<file path="src/design/gdt_pkg.sv">
`timescale 1ns / 1ps
package gdt_pkg;

  localparam int VALUE_WIDTH = 32;
  // Enough decimal digits for any magnitude up to 2**VALUE_WIDTH - 1
  localparam int NUM_DIGITS  = ((VALUE_WIDTH * 1233) >> 12) + 1;
  localparam int DIG_IDX_W   = $clog2(NUM_DIGITS);
  localparam int BIT_CNT_W   = $clog2(VALUE_WIDTH);
  localparam int SIZE_W      = 5;
  localparam int CHAR_W      = 7;
  localparam int QUEUE_DEPTH = 2;
  localparam int QPTR_W      = $clog2(QUEUE_DEPTH);

  localparam logic [CHAR_W-1:0] CHAR_NUL   = 7'd0;
  localparam logic [CHAR_W-1:0] CHAR_SEP   = 7'd39;
  localparam logic [CHAR_W-1:0] CHAR_MINUS = 7'd45;
  localparam logic [CHAR_W-1:0] CHAR_ZERO  = 7'd48;

  typedef struct packed {
    logic                   neg;
    logic [VALUE_WIDTH-1:0] mag;
  } gdt_item_t;

endpackage

</file>
<file path="src/design/gdt_front.sv">
`timescale 1ns / 1ps
module gdt_front import gdt_pkg::*; (
  input  logic                   clk_i,
  input  logic                   rst_ni,
  input  logic                   in_valid_i,
  output logic                   in_stall_o,
  input  logic [VALUE_WIDTH-1:0] value_i,
  output logic                   push_valid_o,
  input  logic                   push_ready_i,
  output gdt_item_t              push_item_o
);

  logic      full_q, full_d;
  gdt_item_t item_q, item_d;
  logic      accept;

  assign in_stall_o = full_q && !push_ready_i;
  assign accept     = in_valid_i && !in_stall_o;

  always_comb begin
    full_d = full_q;
    item_d = item_q;
    if (full_q && push_ready_i) begin
      full_d = 1'b0;
    end
    if (accept) begin
      full_d     = 1'b1;
      // Split sign and take magnitude as unsigned
      item_d.neg = value_i[VALUE_WIDTH-1];
      item_d.mag = value_i[VALUE_WIDTH-1] ? (~value_i + 1'b1) : value_i;
    end
  end

  always_ff @(posedge clk_i or negedge rst_ni) begin
    if (!rst_ni) begin
      full_q <= 1'b0;
    end else begin
      full_q <= full_d;
    end
  end

  always_ff @(posedge clk_i) begin
    item_q <= item_d;
  end

  assign push_valid_o = full_q;
  assign push_item_o  = item_q;

endmodule

</file>
<file path="src/design/gdt_queue.sv">
`timescale 1ns / 1ps
module gdt_queue import gdt_pkg::*; (
  input  logic      clk_i,
  input  logic      rst_ni,
  input  logic      push_valid_i,
  output logic      push_ready_o,
  input  gdt_item_t push_item_i,
  output logic      pop_valid_o,
  input  logic      pop_ready_i,
  output gdt_item_t pop_item_o
);

  gdt_item_t          mem_q [QUEUE_DEPTH];
  logic [QPTR_W-1:0]  wr_ptr_q, wr_ptr_d, rd_ptr_q, rd_ptr_d;
  logic [QPTR_W:0]    count_q, count_d;
  logic               push, pop;

  assign push_ready_o = (count_q != (QPTR_W+1)'(QUEUE_DEPTH));
  assign pop_valid_o  = (count_q != '0);
  assign push         = push_valid_i && push_ready_o;
  assign pop          = pop_valid_o && pop_ready_i;
  assign pop_item_o   = mem_q[rd_ptr_q];

  always_comb begin
    wr_ptr_d = wr_ptr_q;
    rd_ptr_d = rd_ptr_q;
    count_d  = count_q;
    if (push) begin
      wr_ptr_d = (wr_ptr_q == QPTR_W'(QUEUE_DEPTH - 1)) ? '0 : wr_ptr_q + 1'b1;
    end
    if (pop) begin
      rd_ptr_d = (rd_ptr_q == QPTR_W'(QUEUE_DEPTH - 1)) ? '0 : rd_ptr_q + 1'b1;
    end
    if (push && !pop) begin
      count_d = count_q + 1'b1;
    end else if (pop && !push) begin
      count_d = count_q - 1'b1;
    end
  end

  always_ff @(posedge clk_i or negedge rst_ni) begin
    if (!rst_ni) begin
      wr_ptr_q <= '0;
      rd_ptr_q <= '0;
      count_q  <= '0;
    end else begin
      wr_ptr_q <= wr_ptr_d;
      rd_ptr_q <= rd_ptr_d;
      count_q  <= count_d;
    end
  end

  always_ff @(posedge clk_i) begin
    if (push) begin
      mem_q[wr_ptr_q] <= push_item_i;
    end
  end

endmodule

</file>
<file path="src/design/gdt_back.sv">
`timescale 1ns / 1ps
module gdt_back import gdt_pkg::*; (
  input  logic              clk_i,
  input  logic              rst_ni,
  input  logic [SIZE_W-1:0] buffer_size_i,
  input  logic              pop_valid_i,
  output logic              pop_ready_o,
  input  gdt_item_t         pop_item_i,
  output logic              out_valid_o,
  input  logic              out_stall_i,
  output logic [CHAR_W-1:0] char_code_o,
  output logic              last_o
);

  localparam logic [1:0] ST_IDLE = 2'd0;
  localparam logic [1:0] ST_CONV = 2'd1;
  localparam logic [1:0] ST_SCAN = 2'd2;
  localparam logic [1:0] ST_EMIT = 2'd3;

  logic [1:0]                  state_q, state_d;
  logic [VALUE_WIDTH-1:0]      mag_q, mag_d;
  logic [NUM_DIGITS-1:0][3:0]  bcd_q, bcd_d;
  logic [4*NUM_DIGITS-1:0]     bcd_adj;
  logic [BIT_CNT_W-1:0]        bit_cnt_q, bit_cnt_d;
  logic [DIG_IDX_W-1:0]        idx_q, idx_d;
  logic [1:0]                  grp_q, grp_d, grp_dec;
  logic [SIZE_W-1:0]           cnt_q, cnt_d, keep;
  logic                        neg_q, neg_d, sep_q, sep_d, done_q, done_d;
  logic                        out_valid_q, out_valid_d, last_q, last_d;
  logic [CHAR_W-1:0]           char_q, char_d;
  logic                        can_push;

  assign can_push    = !out_valid_q || !out_stall_i;
  assign pop_ready_o = (state_q == ST_IDLE);
  assign keep        = buffer_size_i - 1'b1;
  assign grp_dec     = (grp_q == 2'd0) ? 2'd2 : grp_q - 1'b1;

  // Add-3 correction on every digit before the shift
  always_comb begin
    for (int i = 0; i < NUM_DIGITS; i++) begin
      bcd_adj[4*i +: 4] = (bcd_q[i] >= 4'd5) ? bcd_q[i] + 4'd3 : bcd_q[i];
    end
  end

  always_comb begin
    state_d     = state_q;
    mag_d       = mag_q;
    bcd_d       = bcd_q;
    bit_cnt_d   = bit_cnt_q;
    idx_d       = idx_q;
    grp_d       = grp_q;
    cnt_d       = cnt_q;
    neg_d       = neg_q;
    sep_d       = sep_q;
    done_d      = done_q;
    out_valid_d = out_valid_q;
    char_d      = char_q;
    last_d      = last_q;

    if (out_valid_q && !out_stall_i) begin
      out_valid_d = 1'b0;
    end

    unique case (state_q)
      ST_IDLE: begin
        // Drop the item outright when there is no room at all
        if (pop_valid_i && (buffer_size_i != '0)) begin
          state_d   = ST_CONV;
          neg_d     = pop_item_i.neg;
          mag_d     = pop_item_i.mag;
          bcd_d     = '0;
          bit_cnt_d = BIT_CNT_W'(VALUE_WIDTH - 1);
        end
      end
      ST_CONV: begin
        bcd_d = {bcd_adj[4*NUM_DIGITS-2:0], mag_q[VALUE_WIDTH-1]};
        mag_d = {mag_q[VALUE_WIDTH-2:0], 1'b0};
        if (bit_cnt_q == '0) begin
          state_d = ST_SCAN;
          idx_d   = DIG_IDX_W'(NUM_DIGITS - 1);
          grp_d   = 2'(NUM_DIGITS % 3);
        end else begin
          bit_cnt_d = bit_cnt_q - 1'b1;
        end
      end
      ST_SCAN: begin
        // Skip leading zeros, keep one digit at least
        if ((bcd_q[idx_q] == 4'd0) && (idx_q != '0)) begin
          idx_d = idx_q - 1'b1;
          grp_d = grp_dec;
        end else begin
          state_d = ST_EMIT;
          sep_d   = 1'b0;
          done_d  = 1'b0;
          cnt_d   = '0;
        end
      end
      ST_EMIT: begin
        if (can_push) begin
          out_valid_d = 1'b1;
          priority if (done_q || (cnt_q == keep)) begin
            char_d  = CHAR_NUL;
            last_d  = 1'b1;
            state_d = ST_IDLE;
          end else if (neg_q) begin
            char_d = CHAR_MINUS;
            last_d = 1'b0;
            neg_d  = 1'b0;
            cnt_d  = cnt_q + 1'b1;
          end else if (sep_q) begin
            char_d = CHAR_SEP;
            last_d = 1'b0;
            sep_d  = 1'b0;
            cnt_d  = cnt_q + 1'b1;
          end else begin
            char_d = CHAR_ZERO | {3'b000, bcd_q[idx_q]};
            last_d = 1'b0;
            cnt_d  = cnt_q + 1'b1;
            if (idx_q == '0) begin
              done_d = 1'b1;
            end else begin
              idx_d = idx_q - 1'b1;
              grp_d = grp_dec;
              sep_d = (grp_dec == 2'd0);
            end
          end
        end
      end
      default: state_d = ST_IDLE;
    endcase
  end

  always_ff @(posedge clk_i or negedge rst_ni) begin
    if (!rst_ni) begin
      state_q     <= ST_IDLE;
      out_valid_q <= 1'b0;
    end else begin
      state_q     <= state_d;
      out_valid_q <= out_valid_d;
    end
  end

  always_ff @(posedge clk_i) begin
    mag_q     <= mag_d;
    bcd_q     <= bcd_d;
    bit_cnt_q <= bit_cnt_d;
    idx_q     <= idx_d;
    grp_q     <= grp_d;
    cnt_q     <= cnt_d;
    neg_q     <= neg_d;
    sep_q     <= sep_d;
    done_q    <= done_d;
    char_q    <= char_d;
    last_q    <= last_d;
  end

  assign out_valid_o = out_valid_q;
  assign char_code_o = char_q;
  assign last_o      = last_q;

endmodule

</file>
<file path="src/design/grouped_decimal_text.sv">
`timescale 1ns / 1ps
// Grouped decimal text: turns one signed 32-bit integer into ASCII characters,
// e.g. -1234567 becomes "-1'234'567" followed by a NUL that carries last_o.
// Input channel: in_valid_i / in_stall_o with value_i; a transfer happens on
// a rising edge where valid is high and stall is low. Output channel:
// out_valid_o / out_stall_i with char_code_o and last_o, one character per
// transfer. cfg_we_i / cfg_data_i write buffer_size (room including the NUL);
// write it only while the block is idle. Text is cut to buffer_size - 1
// characters; a buffer_size of zero drops the item with no output.
// Path: the front register and the queue, shift-and-add-3 conversion (one
// magnitude bit per cycle), a leading-zero scan, then one character per cycle
// while the receiver does not stall (1 to 15 including the NUL). The back end
// takes a new item only once it is through with the last one, so the
// converter and the emitter set the throughput.
// While the receiver stalls, the output register holds its character and
// the emitter waits; the queue keeps taking items until it fills.
// Reset (rst_ni low, asynchronous) empties the queue and output register and
// sets buffer_size to 16.
module grouped_decimal_text import gdt_pkg::*; (
  input  logic                   clk_i,
  input  logic                   rst_ni,
  input  logic                   cfg_we_i,
  input  logic [SIZE_W-1:0]      cfg_data_i,
  input  logic                   in_valid_i,
  output logic                   in_stall_o,
  input  logic [VALUE_WIDTH-1:0] value_i,
  output logic                   out_valid_o,
  input  logic                   out_stall_i,
  output logic [CHAR_W-1:0]      char_code_o,
  output logic                   last_o
);

  logic [SIZE_W-1:0] buffer_size_q;
  logic              push_valid, push_ready, pop_valid, pop_ready;
  gdt_item_t         push_item, pop_item;

  // Hold the room setting; the user must change it only between items, the block does not enforce it
  always_ff @(posedge clk_i or negedge rst_ni) begin
    if (!rst_ni) begin
      buffer_size_q <= SIZE_W'(16);
    end else if (cfg_we_i) begin
      buffer_size_q <= cfg_data_i;
    end
  end

  // Front: take the transfer, split sign and magnitude
  gdt_front u_front (
    .clk_i        (clk_i),
    .rst_ni       (rst_ni),
    .in_valid_i   (in_valid_i),
    .in_stall_o   (in_stall_o),
    .value_i      (value_i),
    .push_valid_o (push_valid),
    .push_ready_i (push_ready),
    .push_item_o  (push_item)
  );

  // Decouple front from the slow converter
  gdt_queue u_queue (
    .clk_i        (clk_i),
    .rst_ni       (rst_ni),
    .push_valid_i (push_valid),
    .push_ready_o (push_ready),
    .push_item_i  (push_item),
    .pop_valid_o  (pop_valid),
    .pop_ready_i  (pop_ready),
    .pop_item_o   (pop_item)
  );

  // Back: convert to decimal, insert separators, emit characters
  gdt_back u_back (
    .clk_i         (clk_i),
    .rst_ni        (rst_ni),
    .buffer_size_i (buffer_size_q),
    .pop_valid_i   (pop_valid),
    .pop_ready_o   (pop_ready),
    .pop_item_i    (pop_item),
    .out_valid_o   (out_valid_o),
    .out_stall_i   (out_stall_i),
    .char_code_o   (char_code_o),
    .last_o        (last_o)
  );

endmodule

</file>
<file path="config.mk">
export PLATFORM = sky130hd
export DESIGN_NAME = grouped_decimal_text
export DESIGN_NICKNAME = d
export VERILOG_FILES = /design/src/design/gdt_pkg.sv /design/src/design/gdt_front.sv /design/src/design/gdt_queue.sv /design/src/design/gdt_back.sv /design/src/design/grouped_decimal_text.sv
export SDC_FILE = /design/constraint.sdc
export NUM_CORES = 1
export LEC_CHECK = 0
export ABC_AREA = 1
export BUFFER_PORTS_ARGS = -buffer_cell sky130_fd_sc_hd__buf_2
export CAP_MARGIN = 40
export CORE_ASPECT_RATIO = 2
export CORE_MARGIN = 2
export CORE_UTILIZATION = 50
export CTS_CLUSTER_DIAMETER = 50
export DETAILED_ROUTE_END_ITERATION = 12
export PLACE_DENSITY = 0.72
export SYNTH_ARGS = -nofsm -noshare
export SYNTH_HDL_FRONTEND = slang
export SYNTH_SLANG_ARGS = --single-unit
</file>
<file path="constraint.sdc">
create_clock -name clk_i -period 5.3 [get_ports clk_i]
set_input_delay 0.53 -clock clk_i [delete_from_list [all_inputs] [get_ports clk_i]]
set_output_delay 0.53 -clock clk_i [all_outputs]
set_load 0.1 [all_outputs]
</file>
==> impl_results.md <==
* Die area at 21500 um2
* Share of the synthesized area in the top cell type at 0.585
* Initial antenna violation count at 0
* Placed Cells at 1286
* Setup CP Type: reg -> reg
* Hold EP: buffer_size_q[3]
* Critical path data required time at around 5400 ps
* Gpl congestion at 0.866
* Number of CTS-inserted buffers at 19
* Biggest area consumer among synthesized cells: edfxtp_1
* R2R cell count at 11
* Leakage power at approximately 4.6 nW
* Dpl ws at roughly 2400 ps
* Area grow syn2layout at 10.8%
* Final hold slack at ~250 ps
* DRC at 0
* Peak VDD IR at approximately 340 uV
* Seq. cell area at between 6000 and 7000 um2
* Number of gates resized after cts at 0
* Critical R2R Launch: u_back.idx_q[0]
* PortBufs at 50
* Vias/cell at approximately 5.2
* Register bit total from synthesis at 210
* Post-DP HPWL at 12.9 mm
* Root buffer cell: clkbuf_16
* # rows at 73
* Area occupied by multi-input gates at approximately 3300 um2
* Post-Route Skew at 8.90 ps
* Post-Synthesis Cells at 995
* Worst path arrival time at 3010 ps
* Rel. slew slack at 0.416
* First-pass GRT wire length at ~30 mm
* Inserted Diodes at 0
* GR Overflow Total at 0
* HP Start: cfg_data_i[3]
* GRT Resource Usage Total at 0.172
* DRT iter0 DRCs at approximately 300
* Setup crit start kind: flop
* Clock slew at reported path FFs at ~70 ps
* Post-layout util at 0.563
* CTS HTree Levels at 1
* Net Count, Synth at between 1000 and 1500
* Setup crit start: u_back.idx_q[0]
* Max Root-Sink Buffers at 3
* Vias in the first global route at between 6000 and 7000
* Maxcap violations at 0
* Cell Count, Final, Fillers Out at roughly 1300
* Fillers at 1792
* Largest net degree at the start of global routing at 67
* Crit Path Max Fanout at 29
* Hold/Removal Path Class: in -> reg
* TritonCTS Sinks at 210
* Die width at 105 um
* Fin Setup TNS at 0 ps
* Fmax at approximately 0.35 GHz
* Synth unique cells at 40
* Synth Area per Inst at approximately 10 um2
* FF-to-FF setup slack at 2420 ps
* Tcrit/Tclk final at 0.544
* R2R Path End: u_back.grp_q[0]
* Final Max Tran Viols at 0
* Yosys warns at 0
* NumNets Final at around 1100
* Fin crit period at 2880 ps
* Worst slew pin tran at about 880 ps
* Final setup viols at 0
* Pwr/cell area at 620 nW/um2
* CTS tree: built
* Final non-filler cell area at roughly 11000 um2
* Detailed Route WL at between 15 and 20 mm
* Via Count at about 6900
* Setup WS post-layout at 2420 ps
* Core Area at around 20000 um2
* Placed Area at approximately 11000 um2
* Drt first pass iters at 5
* Clock latency at the later pin of the worst-skew pair at between 400 and 500 ps
* Post-synthesis sequential area ratio at 0.617
* Critical path capture point type: flop
* Mapped Area at 10100 um2
* Top Ports at 52
* Dominant cells by area after synthesis: edfxtp_1, nand2_1, a21oi_1
* Layout cells sized above 1 at 0.103
* Final Hold Viols at 0
* RSZ-0062 raised after global routing: false
* Die height at between 200 and 250 um
* Outcome: finished clean
* Number of nets with antenna violations after routing at 0
* Hold depth at 3
* WL per Instance at 14.0 um
* Initial Util at 0.508
* Total power at between 6 and 7 mW
[cell usage after synthesis (all sizes together)]
cell type / n
nand3b: 1
nand3: 48
nor2: 122
a31oi: 5
edfxtp: 197
xnor2: 12
clkbuf: 21
dfstp: 1
nand2: 191
nor3: 14
buf: 8
o21a: 1
clkinv: 1
a211oi: 3
conb: 1
inv: 120
a21boi: 1
o211ai: 3
a21oi: 94
dfrtp: 12
ha: 33
xor2: 26
a21o: 1
or2: 7
nand4: 6
o21ai: 66
[worst max-delay path, cell delays in order (launching register included)]
cell and delay (ps):
edfxtp_1 920, inv_2 300, ha_1 300, nand2_1 80, nor2_1 60, inv_1 90, nand3_2 100, nor2_4 110
nand2_1 50, nand2_1 50, nand2_1 50, nor2_1 400
[logic make-up (layout without fill, tap and decap cells)]
family / after synthesis / in the layout / share of synthesized area
AOI/OAI and AO/OA: 174 / 174 / 0.0898
xor gates and xnor gates: 38 / 38 / 0.0329
adders and majority gates: 33 / 33 / 0.0408
buffers and inverters: 150 / 212 / 0.0592
DFF: 210 / 210 / 0.617
other: 1 / 1 / 0.000371
and+or+nand+nor: 389 / 389 / 0.160
[how the worst max path moves through the flow]
stage                          end  cells past startpoint
3_3_place_gp   u_back.bit_cnt_q[1]                      7
3_5_place_dp       u_back.idx_q[1]                     11
5_1_grt            u_back.grp_q[0]                     11
6_report           u_back.grp_q[0]                     11
2_1_floorplan  u_back.bit_cnt_q[0]                      6
4_1_cts            u_back.grp_q[0]                     11
[final cells by class]
class | count | area share
multi-input combinational | 635 | 0.294
tap | 262 | 0.0292
clock inverter | 9 | 0.00424
clock buffer | 23 | 0.0437
inverter | 121 | 0.0405
timing repair buffer | 59 | 0.0321
sequential | 210 | 0.557
[cells in the final DEF (no fill, tap or decap), types with 2 or more instances in the layout]
cell type and count:
a211oi_1 3, a21oi_1 94, a31oi_1 5, buf_16 2, buf_2 50, buf_4 6, clkbuf_1 4, clkbuf_16 19
clkinv_1 5, clkinv_2 3, dfrtp_1 12, edfxtp_1 197, ha_1 32, inv_1 116, inv_2 4, inv_6 2
nand2_1 187, nand2_2 4, nand3_1 45, nand3_2 3, nand4_1 6, nor2_1 115, nor2_2 5, nor2_4 2
nor3_1 13, o211ai_1 2, o21ai_0 64, or2_1 3, or2_2 4, xnor2_1 12, xor2_1 26
[routing by layer]
metal | track usage | routed length (um) | up-vias
li1 | - | - | 3443
met1 | 0.180 | 6870 | 3249
met2 | 0.341 | 10300 | 134
met3 | 0.0200 | 618 | 44
met4 | 0.0710 | 629 | 0
met5 | 0 | 0 | -
[sequential cells by signal (all words and copies together) (netlist names), 2 cells and up]
register / count
u_queue.mem_q: 66
u_back.bcd_q: 40
u_front.push_item_o: 33
u_back.mag_q: 32
u_back.char_code_o: 6
buffer_size_q: 5
u_back.bit_cnt_q: 5
u_back.cnt_q: 5
u_back.idx_q: 4
u_back.grp_q: 2
u_back.state_q: 2
u_queue.count_q: 2
[power by group]
group	total, mW	leakage, nW	internal (mW)	switching (mW)
clock network	1.22	0.266	0.661	0.563
registers	3.11	2.04	2.79	0.319
logic	2.62	2.28	0.786	1.84
total	6.95	4.59	4.24	2.72
[repair_timing]
item / 4_1_cts / 5_1_grt
hold buffers: 1 / 0
setup buffers: 0 / 0
hold endpoints to repair: 12 / 0
setup endpoints to repair: 0 / 0
No activity file was read; power rests on OpenSTA's default activity.
